File: config.mk
export PLATFORM = sky130hd
export DESIGN_NAME = xor_checked_frame_deframer
export DESIGN_NICKNAME = d
export VERILOG_FILES = /design/src/design/xcfd_pkg.sv /design/src/design/xor_checked_frame_deframer.sv /design/src/design/xcfd_in_stage.sv /design/src/design/xcfd_parser.sv /design/src/design/xcfd_out_stage.sv
export SDC_FILE = /design/constraint.sdc
export NUM_CORES = 1
export LEC_CHECK = 0
export ABC_AREA = 1
export BUFFER_PORTS_ARGS = -buffer_cell sky130_fd_sc_hd__clkbuf_2
export CAP_MARGIN = 20
export CORE_ASPECT_RATIO = 0.6
export CORE_MARGIN = 10
export CORE_UTILIZATION = 35
export CTS_BUF_LIST = sky130_fd_sc_hd__clkbuf_4 sky130_fd_sc_hd__clkbuf_8 sky130_fd_sc_hd__clkbuf_16
export CTS_CLUSTER_SIZE = 25
export DETAILED_ROUTE_END_ITERATION = 16
export PLACE_DENSITY_LB_ADDON = 0.05
export SLEW_MARGIN = 5
export SYNTH_ARGS = -nofsm -noshare
export SYNTH_HDL_FRONTEND = slang
export SYNTH_SLANG_ARGS = --single-unit
File: constraint.sdc
create_clock -name clk_i -period 2.3 [get_ports clk_i]
set_input_delay 0.23 -clock clk_i [delete_from_list [all_inputs] [get_ports clk_i]]
set_output_delay 0.23 -clock clk_i [all_outputs]
set_load 0.02 [all_outputs]
File: src/design/xcfd_pkg.sv
// ----------------------------------------------------------------------------
// XOR checked frame deframer package
// Shared constants and types for the frame deframer.
// ----------------------------------------------------------------------------
package xcfd_pkg;

  localparam int unsigned ByteW = 8;
  localparam int unsigned KindW = 3;

  localparam logic [ByteW-1:0] StartByte = 8'hFF;
  localparam logic [ByteW-1:0] MaxLenReset = 8'd100;

  typedef enum logic [KindW-1:0] {
    KIND_PAYLOAD  = 3'd0,
    KIND_ACCEPTED = 3'd1,
    KIND_MISMATCH = 3'd2,
    KIND_EMPTY    = 3'd3,
    KIND_TOO_LONG = 3'd4
  } kind_e;

  typedef struct packed {
    logic  valid;
    kind_e kind;
  } result_t;

endpackage

File: src/design/xor_checked_frame_deframer.sv
// ----------------------------------------------------------------------------
// XOR checked frame deframer
// An accepted byte waits in the input register and its result is registered
// into the result register when that has space. Throughput is one byte per
// cycle unless the receiver stalls, set by the single parser pass between them.
// Reset clears the frame state and sets the maximum payload length to 100.
// ----------------------------------------------------------------------------
module xor_checked_frame_deframer (
  input  logic                       clk_i,
  input  logic                       rst_ni,
  input  logic                       in_valid_i,
  output logic                       in_stall_o,
  input  logic [xcfd_pkg::ByteW-1:0] rx_byte_i,
  output logic                       out_valid_o,
  input  logic                       out_stall_i,
  output logic [xcfd_pkg::KindW-1:0] kind_o,
  input  logic                       cfg_valid_i,
  output logic                       cfg_ready_o,
  input  logic [xcfd_pkg::ByteW-1:0] max_payload_length_i
);

  logic                       stage_valid;
  logic [xcfd_pkg::ByteW-1:0] stage_byte;
  logic                       space;
  logic                       advance;
  xcfd_pkg::result_t          result;

  assign cfg_ready_o = 1'b1;
  assign advance     = stage_valid && space;

  xcfd_in_stage u_in_stage (
    .clk_i      (clk_i),
    .rst_ni     (rst_ni),
    .in_valid_i (in_valid_i),
    .rx_byte_i  (rx_byte_i),
    .in_stall_o (in_stall_o),
    .advance_i  (advance),
    .valid_o    (stage_valid),
    .byte_o     (stage_byte)
  );

  xcfd_parser u_parser (
    .clk_i         (clk_i),
    .rst_ni        (rst_ni),
    .cfg_write_i   (cfg_valid_i && cfg_ready_o),
    .cfg_max_len_i (max_payload_length_i),
    .step_i        (advance),
    .byte_i        (stage_byte),
    .result_o      (result)
  );

  xcfd_out_stage u_out_stage (
    .clk_i       (clk_i),
    .rst_ni      (rst_ni),
    .result_i    (result),
    .space_o     (space),
    .out_valid_o (out_valid_o),
    .out_stall_i (out_stall_i),
    .kind_o      (kind_o)
  );

endmodule

File: src/design/xcfd_in_stage.sv
// ----------------------------------------------------------------------------
// Input register
// Holds one received byte until the parser can take it.
// ----------------------------------------------------------------------------
module xcfd_in_stage (
  input  logic                       clk_i,
  input  logic                       rst_ni,
  input  logic                       in_valid_i,
  input  logic [xcfd_pkg::ByteW-1:0] rx_byte_i,
  output logic                       in_stall_o,
  input  logic                       advance_i,
  output logic                       valid_o,
  output logic [xcfd_pkg::ByteW-1:0] byte_o
);

  logic                       valid_d, valid_q;
  logic [xcfd_pkg::ByteW-1:0] byte_d, byte_q;
  logic                       accept;

  assign in_stall_o = valid_q && !advance_i;
  assign accept     = in_valid_i && !in_stall_o;

  always_comb begin
    valid_d = in_stall_o ? valid_q : in_valid_i;
    byte_d  = accept ? rx_byte_i : byte_q;
  end

  always_ff @(posedge clk_i or negedge rst_ni) begin
    if (!rst_ni) begin
      valid_q <= 1'b0;
    end else begin
      valid_q <= valid_d;
    end
  end

  always_ff @(posedge clk_i) begin
    byte_q <= byte_d;
  end

  assign valid_o = valid_q;
  assign byte_o  = byte_q;

endmodule

File: src/design/xcfd_parser.sv
// ----------------------------------------------------------------------------
// Frame parser
// Tracks the frame phase, payload count and running XOR, and decides the
// result of each byte.
// ----------------------------------------------------------------------------
module xcfd_parser (
  input  logic                       clk_i,
  input  logic                       rst_ni,
  input  logic                       cfg_write_i,
  input  logic [xcfd_pkg::ByteW-1:0] cfg_max_len_i,
  input  logic                       step_i,
  input  logic [xcfd_pkg::ByteW-1:0] byte_i,
  output xcfd_pkg::result_t          result_o
);

  localparam logic [1:0] PhaseHunt    = 2'd0;
  localparam logic [1:0] PhaseLength  = 2'd1;
  localparam logic [1:0] PhasePayload = 2'd2;
  localparam logic [1:0] PhaseCheck   = 2'd3;

  logic [1:0]                 phase_d, phase_q;
  logic [xcfd_pkg::ByteW-1:0] len_d, len_q;
  logic [xcfd_pkg::ByteW-1:0] pos_d, pos_q;
  logic [xcfd_pkg::ByteW-1:0] xor_d, xor_q;
  logic [xcfd_pkg::ByteW-1:0] max_len_d, max_len_q;
  logic [xcfd_pkg::ByteW-1:0] pos_inc;

  assign pos_inc = pos_q + 8'd1;
  assign max_len_d = cfg_write_i ? cfg_max_len_i : max_len_q;

  always_comb begin
    phase_d         = phase_q;
    len_d           = len_q;
    pos_d           = pos_q;
    xor_d           = xor_q;
    result_o.valid  = 1'b0;
    result_o.kind   = xcfd_pkg::KIND_PAYLOAD;
    if (step_i) begin
      unique case (phase_q)
        PhaseHunt: begin
          if (byte_i == xcfd_pkg::StartByte) begin
            xor_d   = xcfd_pkg::StartByte;
            phase_d = PhaseLength;
          end
        end
        PhaseLength: begin
          if (byte_i == '0) begin
            phase_d        = PhaseHunt;
            result_o.valid = 1'b1;
            result_o.kind  = xcfd_pkg::KIND_EMPTY;
          end else if (byte_i > max_len_q) begin
            phase_d        = PhaseHunt;
            result_o.valid = 1'b1;
            result_o.kind  = xcfd_pkg::KIND_TOO_LONG;
          end else begin
            len_d   = byte_i;
            pos_d   = '0;
            xor_d   = xor_q ^ byte_i;
            phase_d = PhasePayload;
          end
        end
        PhasePayload: begin
          xor_d          = xor_q ^ byte_i;
          pos_d          = pos_inc;
          if (pos_inc >= len_q) begin
            phase_d = PhaseCheck;
          end
          result_o.valid = 1'b1;
          result_o.kind  = xcfd_pkg::KIND_PAYLOAD;
        end
        default: begin
          phase_d        = PhaseHunt;
          result_o.valid = 1'b1;
          result_o.kind  = (byte_i == xor_q) ? xcfd_pkg::KIND_ACCEPTED
                                             : xcfd_pkg::KIND_MISMATCH;
        end
      endcase
    end
  end

  always_ff @(posedge clk_i or negedge rst_ni) begin
    if (!rst_ni) begin
      phase_q   <= PhaseHunt;
      len_q     <= '0;
      pos_q     <= '0;
      xor_q     <= '0;
      max_len_q <= xcfd_pkg::MaxLenReset;
    end else begin
      phase_q   <= phase_d;
      len_q     <= len_d;
      pos_q     <= pos_d;
      xor_q     <= xor_d;
      max_len_q <= max_len_d;
    end
  end

endmodule

File: src/design/xcfd_out_stage.sv
// ----------------------------------------------------------------------------
// Result register
// Holds one result until the receiver takes it.
// ----------------------------------------------------------------------------
module xcfd_out_stage (
  input  logic                       clk_i,
  input  logic                       rst_ni,
  input  xcfd_pkg::result_t          result_i,
  output logic                       space_o,
  output logic                       out_valid_o,
  input  logic                       out_stall_i,
  output logic [xcfd_pkg::KindW-1:0] kind_o
);

  logic                       valid_d, valid_q;
  logic [xcfd_pkg::KindW-1:0] kind_d, kind_q;

  assign space_o = !valid_q || !out_stall_i;

  always_comb begin
    valid_d = space_o ? result_i.valid : valid_q;
    kind_d  = (space_o && result_i.valid) ? result_i.kind : kind_q;
  end

  always_ff @(posedge clk_i or negedge rst_ni) begin
    if (!rst_ni) begin
      valid_q <= 1'b0;
    end else begin
      valid_q <= valid_d;
    end
  end

  always_ff @(posedge clk_i) begin
    kind_q <= kind_d;
  end

  assign out_valid_o = valid_q;
  assign kind_o      = kind_q;

endmodule

Yosys cells after proc, flatten, opt, wreduce, memory -nomap -nowiden. Index checks and enable logic that the tools add are counted. Widths: inputs -> output; s select.

Register bits after elaboration: 47. Output and inout bits: 6. Logic and storage cells: 57.

Add/subtract/negate cells: 1. $lt $le $gt $ge: 2. Equal/unequal tests: 8. Muxes and demuxes: 17. Bitwise operators: 3. Reductions and logical operators: 17.

Operator list (number): $mux 8 (5); $pmux 8 s3 (1); $pmux 8 s2 (1); $mux 4 (3); $pmux 4 s3 (1); $mux 2 (5); $add 8x1->8 const B (1); $eq 8x8->1 (1); $eq 8x8->1 const B (1); $ge 8x8->1 (1); $gt 8x8->1 (1); $logic_not 8->1 (1); $reduce_and 4->1 (2); $xor 8x8->8 (1); $pmux 2 s3 (1); $reduce_and 5->1 (1); $logic_and 1x1->1 (4); $logic_not 1->1 (4); $ne 2x1->1 const B (2); $ne 2x2->1 const B (2); $reduce_and 3->1 (1); $reduce_bool 3->1 (1); $eq 2x1->1 const B (1); $eq 2x2->1 const B (1); 4 further kinds (5).

Longest topological paths before layout. Gate-level depths: netlist of run 1.

Depth after elaboration: 7. Mapped depth: 16. Gate-level depth less buffers: 15.

Hierarchy. From an unflattened synthesis of run 1, not the netlist that was laid out.

Cells, all modules: 319. Area, all modules: 2813.9 sq um.

Modules (own cells, without submodules): xcfd_parser (instances 1, cells an instance 292, area an instance 2366.0 sq um, seq. area each 854.6 sq um); xcfd_in_stage (instances 1, cells an instance 15, area an instance 297.8 sq um, seq. area each 265.3 sq um); xcfd_out_stage (instances 1, cells an instance 8, area an instance 131.4 sq um, seq. area each 115.1 sq um); xor_checked_frame_deframer (instances 1, cells an instance 4, area an instance 18.8 sq um, seq. area each 0.0 sq um).

Least setup slack after synthesis of run 1. OpenSTA, ideal clock, no wires.

Kind: register -> register. Start point: reg u_parser.pos_q[0] in the netlist's numbering. End point: reg u_parser.phase_q[1]. Library setup time: 127 ps. Arrival: 1819 ps. Path slack: 354 ps. Stages on the path, launching flop included: 15. Path buffers: 0. Path through: dfrtp_1 -> ha_1 -> nand2_1 -> nor2_1 -> nand2_1 -> xor2_1 -> inv_1 -> ha_1 -> nand2_1 -> nor2_1 -> nand4_1 -> nand4_1 -> nand2_1 -> nand2_1 -> o21ai_0.

Word-level cells in the longest chain between the ends: 4.

RTL lines: from (decl) (line xcfd_parser.sv:23) `logic [xcfd_pkg::ByteW-1:0] pos_d, pos_q;`; from (signal assigned) (line xcfd_parser.sv:91) `pos_q <= pos_d;`; $add 8x1->8 (line xcfd_parser.sv:28) `assign pos_inc = pos_q + 8'd1;`; $ge 8x8->1 (line xcfd_parser.sv:65) `if (pos_inc >= len_q) begin`; $ne 2x1->1 (no source line); $reduce_and 3->1 (no source line); to (signal assigned) (line xcfd_parser.sv:83) `phase_q <= PhaseHunt;`; to (signal assigned) (line xcfd_parser.sv:89) `phase_q <= phase_d;`; to (decl) (line xcfd_parser.sv:21) `logic [1:0] phase_d, phase_q;`.

No other way between the ends. A chain may end at the register's enable or synchronous reset.

Worst setup path after layout of run 1.
Start point: reg u_parser.pos_q[1] in the netlist's numbering. End point: reg u_parser.phase_q[1].

Same word-level chain as after synthesis.

==> summary.md, run 1 <==
| Metric | Value |
|---|---|
| Period utilization | 94.3% |
| Tmin final | 2170 ps |
| Crit end category | flop |
| Critical-path cell list | ha_2 -> nand2_2 -> nor2_2 -> nand2_1 -> xor2_1 -> inv_1 -> ha_1 -> nand2_2 -> nor2_2 -> nand4_1 -> nand4_1 -> nand2_2 -> nand2_1 -> o21ai_0 |
| Post-route total power | 3.17 mW |
| 1st-iter DRT viols | 121 |
| Beginning of the critical path | u_parser.pos_q[1] |
| Vias per cell | 4.34 |
| Row count | 24 |
| Post-synth cell types | 36 |
| Pins Over Slew Limit | 0 |
| Buf+Inv Stages, Crit Path | 1 |
| Die Ht | 88.7 um |
| CTS Sinks | 47 |
| Top FF cell, synth | dfrtp_1 |
| Global-route wire length before repair | 10.0 mm |
| FF/Latch Area | 0.00124 mm2 |
| Yosys warning count | 0 |
| Initial antenna violation count | 0 |
| Detail Route Antenna Nets | 0 |
| Final hold vios | 33 |
| Chip width | 134 um |
| Synth Area per Inst | 9.08 um2 |
| Failing checks | negative hold slack |
| Post-Layout Cell Count | 451 |
| Cts bufs inserted | 5 |
| Clk_lat worst skew | 300 ps |
| Setup Crit Path Kind | reg -> reg |
| Vias in the first global route | 1968 |
| Drt total wl | 5.83 mm |
| Core area | 0.00745 mm2 |
| GRT Total Usage | 10.6% |
| Busiest layer in global routing | met1 |
| Largest net degree at the start of global routing | 37 |
| Setup_tns | 0 ps |
| Status | complete, but fails checks |
| Critical-path cell with the highest stage delay | dfrtp_1 |
| Worst-path clk slew | 60 ps |
| Register area share after synthesis | 44.9% |
| Final Setup Violations | 0 |
| Crit path largest cell delay | 430 ps |
| # fillers | 742 |
| CTS tree | done |
| Synth-to-Final Area Change | 18.2% |
| FF+latch count, synth | 47 |
| H-tree depth | 2 |
| HP Class | in -> async |
| Setup Skew | 5.73 ps |
| Via count | 1957 |
| EDFF count, synth | 11 |
| Synthesized cell area | 0.00275 mm2 |
| Final design utilization | 43.7% |
| Multi-input gate area | 0.00134 mm2 |
| Leakage Power | 1.60 nW |
| Pwr per Cell Area | 973 mW/mm2 |
| Clk root buf | clkbuf_16 |
| Layout cells sized above 1 | 31.4% |
| Worst-case vdd ir drop | 0.281 mV |
| F_max | 0.461 GHz |
| Mapped Nets | 345 |
| Final-stage net count | 388 |
| Die area | 0.0119 mm2 |
| Most repeated library cell on the critical path | nand2_2 |
| Placed cell count | 436 |
| WL/cell | 12.9 um |
| Met1 usage | 16.0% |
| Top delay family on crit path | simple AND/OR/NAND/NOR gates |
| Port bufs | 25 |
| Worst Path Arrival | 2350 ps |
| Max-cap violations | 0 |
| Post-synthesis async set-or-reset flop share | 76.6% |
| I/O pins | 27 |
| First-pass DRT Iterations | 6 |
| GP Congestion | 0.786 |
| Reg2reg start | u_parser.pos_q[1] |
| DPL Wire Length | 4.48 mm |
| Diode count | 0 |
| Critical path startpoint category | flop |
| CTS max path bufs | 2 |
| Total grt overflow | 0 |
| DRC | 0 |
| CP required | 2480 ps |
| Cell count after synthesis | 303 |
| Routing usage on met2 | 13.6% |
| Final Hold Slack | -22.0 ps |
| M3 GR Usage | 3.56% |
| Initial Util | 37.0% |
| Peak fanout along the critical path | 4 |
## worst register-to-register path: cells and delay by family, from the launching register on
| kind | cells | cell delay [ps] |
|---|---|---|
| AOI/OAI and AO/OA | 1 | 70 |
| xor gates and xnor gates | 1 | 140 |
| adders and majority gates | 2 | 510 |
| buffers and inverters | 1 | 70 |
| DFF | 1 | 430 |
| and+or+nand+nor | 9 | 840 |
## cell usage after synthesis, types with 3 or more instances
master,count,area share (%)
nand2_1,73,10
inv_1,37,5.0
dfrtp_1,33,30
nor2_1,22,3.0
ha_1,21,9.5
o21ai_2,16,5.1
o21ai_0,12,2.2
edfxtp_1,11,12
nand2_2,11,2.5
xor2_1,11,3.5
a21oi_1,8,1.5
nand4_1,6,1.4
nor2_2,4,0.91
o21ai_1,4,0.73
dfstp_2,3,2.9
inv_2,3,0.41
nor3_1,3,0.55
## per-layer routing
metal	part of all wire (%)	wire length (um)
met4	0.82	48
met2	37	2170
met1	58	3370
met3	4.2	247
met5	0	0
## cell type report
class	count	area share, %
sequential	47	38.0
clock inverter	2	0.384
tap	104	4.00
timing repair buffer	42	7.77
inverter	41	4.73
clock buffer	6	4.08
multi-input combinational	209	41.1
## flip-flops by register name, indices dropped and copies added (netlist names), 2 cells and up
| register | flops |
|---|---|
| u_in_stage.byte_o | 8 |
| u_parser.len_q | 8 |
| u_parser.max_len_q | 8 |
| u_parser.pos_q | 8 |
| u_parser.xor_q | 8 |
| u_out_stage.kind_o | 3 |
| u_parser.phase_q | 2 |
## where the power goes
group	leakage (nW)	internal, mW	total [mW]	switching, mW
registers	0.553	1.08	1.22	0.139
clock network	0.0703	0.414	0.738	0.324
logic	0.977	0.452	1.21	0.761
## cells in the final DEF (no fill, tap or decap), types with 2 or more instances in the layout
master and n:
nand3_1 2, o21ai_0 11, nor2_2 6, o21ai_1 5, buf_4 17, inv_1 36
xor2_1 11, a21oi_1 8, nor3_1 2, o21ai_2 16, ha_1 20, nor2_1 20
nor2_4 2, nand3_4 2, nand2_4 2, clkbuf_16 5, nand2_2 15, inv_2 4
nand2_1 69, dfstp_2 3, nand4_1 6, clkbuf_2 25, dfrtp_1 32, edfxtp_1 11
## worst paths after layout
path | endpoint | cells past startpoint | slack (ps)
setup / recovery | u_parser.phase_q[1] | 14 | 130
hold / removal | u_parser.max_len_q[1] | 2 | -20
setup reg to reg | u_parser.phase_q[1] | 14 | 130
hold reg to reg | u_parser.len_q[5] | 2 | 480
max in group asynchronous | u_parser.pos_q[0] | 2 | 1950
min in group clk_i | u_in_stage.byte_o[0] | 1 | 110
## cells by family (layout without fill, tap and decap cells)
logic type                 Yosys count  after routing  share of synthesized area [%]
adders and majority gates           21             21                           9.55
AOI/OAI and AO/OA                   43             43                           10.3
buffers and inverters               47             91                           7.91
and+or+nand+nor                    131            131                           22.8
other                                1              1                          0.136
DFF                                 47             47                           44.9
muxes                                1              1                          0.409
xor gates and xnor gates            12             12                           4.09
## through the flow
stage | setup slack [ps] | cell area (um2)
after floorplan | 354 | 2750
after global placement | 211 | 3020
after detailed placement | 106 | 3020
after CTS | 80.6 | 3160
after global routing | -18.1 | 3250
final | 130 | 3250
## timing repair
action                                  4_1_cts  5_1_grt
setup buffers                                 0        7
resized for setup                             0       13
hold buffers                                  0        0
endpoints found under the setup margin        0        2
Power figures use the tool's default switching activity.
==> inputs of run 2 (changes only) <==
--- a/config.mk
+++ b/config.mk
@@ -10,11 +10,12 @@
 export CAP_MARGIN = 20
 export CORE_ASPECT_RATIO = 0.6
 export CORE_MARGIN = 10
-export CORE_UTILIZATION = 35
-export CTS_BUF_LIST = sky130_fd_sc_hd__clkbuf_4 sky130_fd_sc_hd__clkbuf_8 sky130_fd_sc_hd__clkbuf_16
+export CORE_UTILIZATION = 60
+export CTS_BUF_LIST = sky130_fd_sc_hd__clkbuf_2 sky130_fd_sc_hd__clkbuf_4 sky130_fd_sc_hd__clkbuf_8
 export CTS_CLUSTER_SIZE = 25
 export DETAILED_ROUTE_END_ITERATION = 16
 export PLACE_DENSITY_LB_ADDON = 0.05
+export RECOVER_POWER = 25
 export SLEW_MARGIN = 5
 export SYNTH_ARGS = -nofsm -noshare
 export SYNTH_HDL_FRONTEND = slang
==> summary.md, run 2 (synthesized netlist as in run 1, its figures left out) <==
| Metric | Value |
|---|---|
| Drt total wl | 5.25 mm |
| Clk pwr share | 18.9% |
| Failing checks | max-capacitance violations, max-slew violations |
| NetSw | 1.16 mW |
| HP Class | in -> reg |
| Most common cell after layout, fill and taps aside | nand2_1 |
| Detail Route Antenna Nets | 0 |
| Clk_lat worst skew | 300 ps |
| Vias per cell | 5.01 |
| H-tree depth | 2 |
| Die Ht | 72.5 um |
| Post-CTS setup buffers | 0 |
| Commonest cells after routing, fill and taps aside | 71 x nand2_1, 37 x inv_1, 32 x dfrtp_1, 23 x clkbuf_2 |
| Status | complete, but fails checks |
| Pins Over Slew Limit | 37 |
| Largest net degree at the start of global routing | 37 |
| CTS max path bufs | 2 |
| Final hold vios | 0 |
| Initial antenna violation count | 0 |
| Worst-path clk slew | 90 ps |
| Worst-case vdd ir drop | 0.684 mV |
| GRT Total Usage | 15.1% |
| Setup_tns | 0 ps |
| Port bufs | 25 |
| Worst rel slew slack | -29.9% |
| CP required | 2530 ps |
| # fillers | 326 |
| Peak fanout along the critical path | 4 |
| 1st-iter DRT viols | 82 |
| Setup ws final | 209 ps |
| Diode count | 0 |
| Hold Startpoint | rx_byte_i[4] |
| Tmin final | 2090 ps |
| Int Power | 1.79 mW |
| FF/Latch Area | 0.00124 mm2 |
| Vias in the first global route | 2112 |
| Final-stage net count | 381 |
| GP Congestion | 0.785 |
| Die area | 0.00779 mm2 |
| Critical path startpoint category | flop |
| Core area | 0.00426 mm2 |
| Global-route wire length before repair | 9.57 mm |
| Final Hold Slack | 95.0 ps |
| WL/cell | 13.1 um |
| Worst Path Arrival | 2320 ps |
| F_max | 0.478 GHz |
| Least-Margin Pin Slew | 1950 ps |
| DRC | 0 |
| CTS Sinks | 47 |
| Clk root buf | clkbuf_8 |
| CTS tree | done |
| Layout cells sized above 1 | 28.2% |
| Power share of the combinational group | 40.1% |
| Pwr per Cell Area | 959 mW/mm2 |
| Crit end category | flop |
| Row count | 18 |
| Reg2reg start | u_parser.pos_q[2] |
| Leakage Power | 1.52 nW |
| Period utilization | 90.9% |
| First-pass DRT Iterations | 4 |
| Final Setup Violations | 0 |
| Beginning of the critical path | u_parser.pos_q[2] |
| Switching Fraction | 39.4% |
| Chip width | 107 um |
| DPL Wire Length | 4.18 mm |
| Max-cap violations | 1 |
| Setup Skew | 6.53 ps |
| I/O pins | 27 |
| Initial Util | 64.7% |
| Place WS | 153 ps |
| Synth-to-Final Area Change | 11.9% |
| Total grt overflow | 0 |
| Multi-input gate area | 0.00131 mm2 |
| Sequential power share | 41.0% |
| Via count | 2005 |
| Cts bufs inserted | 5 |
| Setup Crit Path Kind | reg -> reg |
## run 2: changes by cell type in the layout (fill, tap and decap cells not counted), sizes merged
cell	previous run	this run
buf	17	10
clkbuf	31	33
clkinv	2	1
clkinvlp	1	0
## run 2: power groups by stage
stage	clock (mW)	sequential, mW	combinational (mW)
after global routing	0.608	1.24	1.37
after detailed placement	0	1.23	1.17
after CTS	0.567	1.21	1.18
after floorplan	0	1.23	0.944
final	0.558	1.21	1.19
after global placement	0	1.22	1.16
## run 2: final timing paths
kind / end / slack (ps) / cells past startpoint
min in group asynchronous: u_parser.max_len_q[3] / 450 / 1
max in group asynchronous: u_parser.pos_q[0] / 580 / 1
worst min-delay path: u_in_stage.byte_o[4] / 100 / 1
worst max-delay path: u_parser.phase_q[1] / 210 / 12
worst max register to register: u_parser.phase_q[1] / 210 / 12
worst min register to register: u_parser.len_q[5] / 480 / 2
## run 2: area by class of cell
cell class / count / share of cell area [%]
Sequential cell: 47 / 40.1
Clock buffer: 8 / 3.37
Tap cell: 60 / 2.44
Inverter: 41 / 5.00
Timing Repair Buffer: 35 / 6.42
Multi-Input combinational cell: 209 / 42.6
## run 2: worst max-delay path, stage by stage, from the launching register on
cell     delay, ps
dfrtp_1        430
nand3_2        130
nor3b_2        240
nand2_2         90
xnor2_2        180
ha_1           270
nand2_1        110
nor2_1          50
nor3_1         120
nand4_1        160
nand2_2        130
nand2_1         50
o21ai_1         70
## run 2: repair_timing
item,in CTS,in global routing
gates resized for setup,0,7
setup endpoints to repair,0,2
hold endpoints to repair,0,0
hold buffers,0,0
## run 2: per-layer routing
metal	vias up	share of wire, %	global-route usage (%)
met2	38	40	22.3
met4	0	0.97	4.42
met3	6	5.4	3.97
met5	-	0	0
li1	1043	-	-
met1	918	54	21.1
## run 2: through the flow
step,util (%),total power [mW],cells,cell area (um2)
CTS,72.1,2.96,400,3070
global route,72.3,3.21,400,3080
floorplan,-,2.18,303,2750
global placement,69.6,2.38,392,2960
finish,72.3,2.95,400,3080
detailed placement,69.6,2.40,392,2960
==> inputs of run 3 (changes only) <==
--- a/config.mk
+++ b/config.mk
@@ -8,13 +8,12 @@
 export ABC_AREA = 1
 export BUFFER_PORTS_ARGS = -buffer_cell sky130_fd_sc_hd__clkbuf_2
 export CAP_MARGIN = 20
-export CORE_ASPECT_RATIO = 0.6
 export CORE_MARGIN = 10
 export CORE_UTILIZATION = 60
 export CTS_BUF_LIST = sky130_fd_sc_hd__clkbuf_2 sky130_fd_sc_hd__clkbuf_4 sky130_fd_sc_hd__clkbuf_8
 export CTS_CLUSTER_SIZE = 25
 export DETAILED_ROUTE_END_ITERATION = 16
-export PLACE_DENSITY_LB_ADDON = 0.05
+export PLACE_DENSITY = 0.87
 export RECOVER_POWER = 25
 export SLEW_MARGIN = 5
 export SYNTH_ARGS = -nofsm -noshare
==> summary.md, run 3 (synthesized netlist as in run 1, its figures left out) <==
| Metric | Value |
|---|---|
| Failing checks | max-capacitance violations, max-slew violations |
| HP Class | in -> reg |
| Detail Route Antenna Nets | 0 |
| CP Capture Point | u_parser.phase_q[0] |
| Drt total wl | 5.05 mm |
| Switching Fraction | 40.6% |
| Crit Reg-Reg Endpoint | u_parser.phase_q[0] |
| Vias per cell | 5.20 |
| Crit end category | flop |
| Worst rel slew slack | -28.1% |
| Critical path startpoint category | flop |
| Layout cells sized above 1 | 26.9% |
| Commonest cells after routing, fill and taps aside | 72 x nand2_1, 37 x inv_1, 32 x dfrtp_1, 24 x clkbuf_2 |
| Setup Crit Path Kind | reg -> reg |
| CP required | 2490 ps |
| Setup Skew | 12.5 ps |
| NetSw | 1.17 mW |
| Status | complete, but fails checks |
| Worst-case vdd ir drop | 0.623 mV |
| GP Congestion | 0.829 |
| Largest net degree at the start of global routing | 37 |
| Cts bufs inserted | 5 |
| Leakage Power | 1.50 nW |
| Beginning of the critical path | u_parser.pos_q[0] |
| Int Power | 1.72 mW |
| Tmin final | 2070 ps |
| FF-to-FF path depth | 14 |
| Initial Util | 62.8% |
| Placed cell count | 379 |
| Pwr per Cell Area | 958 mW/mm2 |
| Max-cap violations | 1 |
| Die area | 0.00770 mm2 |
| Post-Layout Cell Count | 387 |
| Post-route total power | 2.89 mW |
| Vias in the first global route | 1967 |
| Final hold vios | 0 |
| Setup_tns | 0 ps |
| Synth-to-Final Area Change | 9.55% |
| CTS Sinks | 47 |
| Pins Over Slew Limit | 37 |
| Clk_lat worst skew | 300 ps |
| Period utilization | 90.0% |
| Worst Path Arrival | 2260 ps |
| Row count | 24 |
| Hold Path Stages | 1 |
| Clk root buf | clkbuf_8 |
| Post-CTS setup buffers | 0 |
| I/O pins | 27 |
| Via count | 2014 |
| Resized Gates After CTS | 0 |
| Final Setup Violations | 0 |
| Power share of the combinational group | 40.1% |
| Worst-path clk slew | 90 ps |
| First-pass DRT Iterations | 4 |
| Global-route wire length before repair | 8.90 mm |
| Reg2reg start | u_parser.pos_q[0] |
| CTS max path bufs | 2 |
| Initial antenna violation count | 0 |
| DPL Wire Length | 3.86 mm |
| 1st-iter DRT viols | 102 |
| R2r setup slk | 230 ps |
| Die Ht | 87.7 um |
| Post-CTS Hold Fix Bufs | 0 |
| Port bufs | 25 |
| Diode count | 0 |
| Chip width | 87.7 um |
| DRC | 0 |
| Sequential power share | 42.6% |
| Least-Margin Pin Slew | 1920 ps |
| Clk pwr share | 17.2% |
| Final design utilization | 68.8% |
| Core area | 0.00438 mm2 |
| WL/cell | 13.0 um |
| GRT Total Usage | 14.2% |
| CTS tree | done |
| Peak fanout along the critical path | 5 |
| H-tree depth | 2 |
| Most common cell after layout, fill and taps aside | nand2_1 |
| F_max | 0.483 GHz |
| Final-stage net count | 376 |
| Total grt overflow | 0 |
| Final Hold Slack | 103 ps |
## run 3: power by group through the flow
stage               registers, mW  logic, mW  clock network [mW]
floorplan                    1.23      0.944                   0
global placement             1.23       1.10                   0
detailed placement           1.24       1.14                   0
CTS                          1.23       1.16               0.514
global route                 1.25       1.34               0.542
finish                       1.23       1.16               0.498
## run 3: routing by layer
metal	GRT usage, %	up-vias	wire length [um]
li1	-	1027	-
met1	17.8	926	2230
met2	23.1	50	2430
met3	3.71	11	297
met4	4.93	0	82
met5	0	-	0
## run 3: worst max-delay path: stages, from the launching register on
cell,delay (ps)
dfrtp_2,450
ha_1,230
nand2_1,100
nor2_1,60
nand2_1,60
xor2_1,150
inv_1,80
ha_1,270
nand2_1,70
nor2_2,100
nand4_1,80
nand4_1,110
nand2_2,70
nand2_1,50
o21ai_0,70
## run 3: area by class of cell
type	count	area, um2
flip-flops and latches	47	1240
inverters	41	154
well taps	52	65.1
clock inverters	2	12.5
fillers	337	1370
clock buffers	6	76.3
repair buffers	30	161
multi-input cells	209	1310
## run 3: worst min path at each step
stage                             from                   end
after floorplan                 rst_ni    u_in_stage.valid_o
after global placement          rst_ni     u_parser.pos_q[3]
after detailed placement        rst_ni     u_parser.pos_q[3]
after CTS                       rst_ni     u_parser.pos_q[7]
after global routing      rx_byte_i[7]  u_in_stage.byte_o[7]
final                     rx_byte_i[6]  u_in_stage.byte_o[6]
## run 3: per-stage QoR
stage	worst slack, ps	instance area (um2)
after CTS	179	3010
after detailed placement	184	2920
final	229	3020
after global placement	278	2920
after floorplan	354	2750
after global routing	-22.1	3020
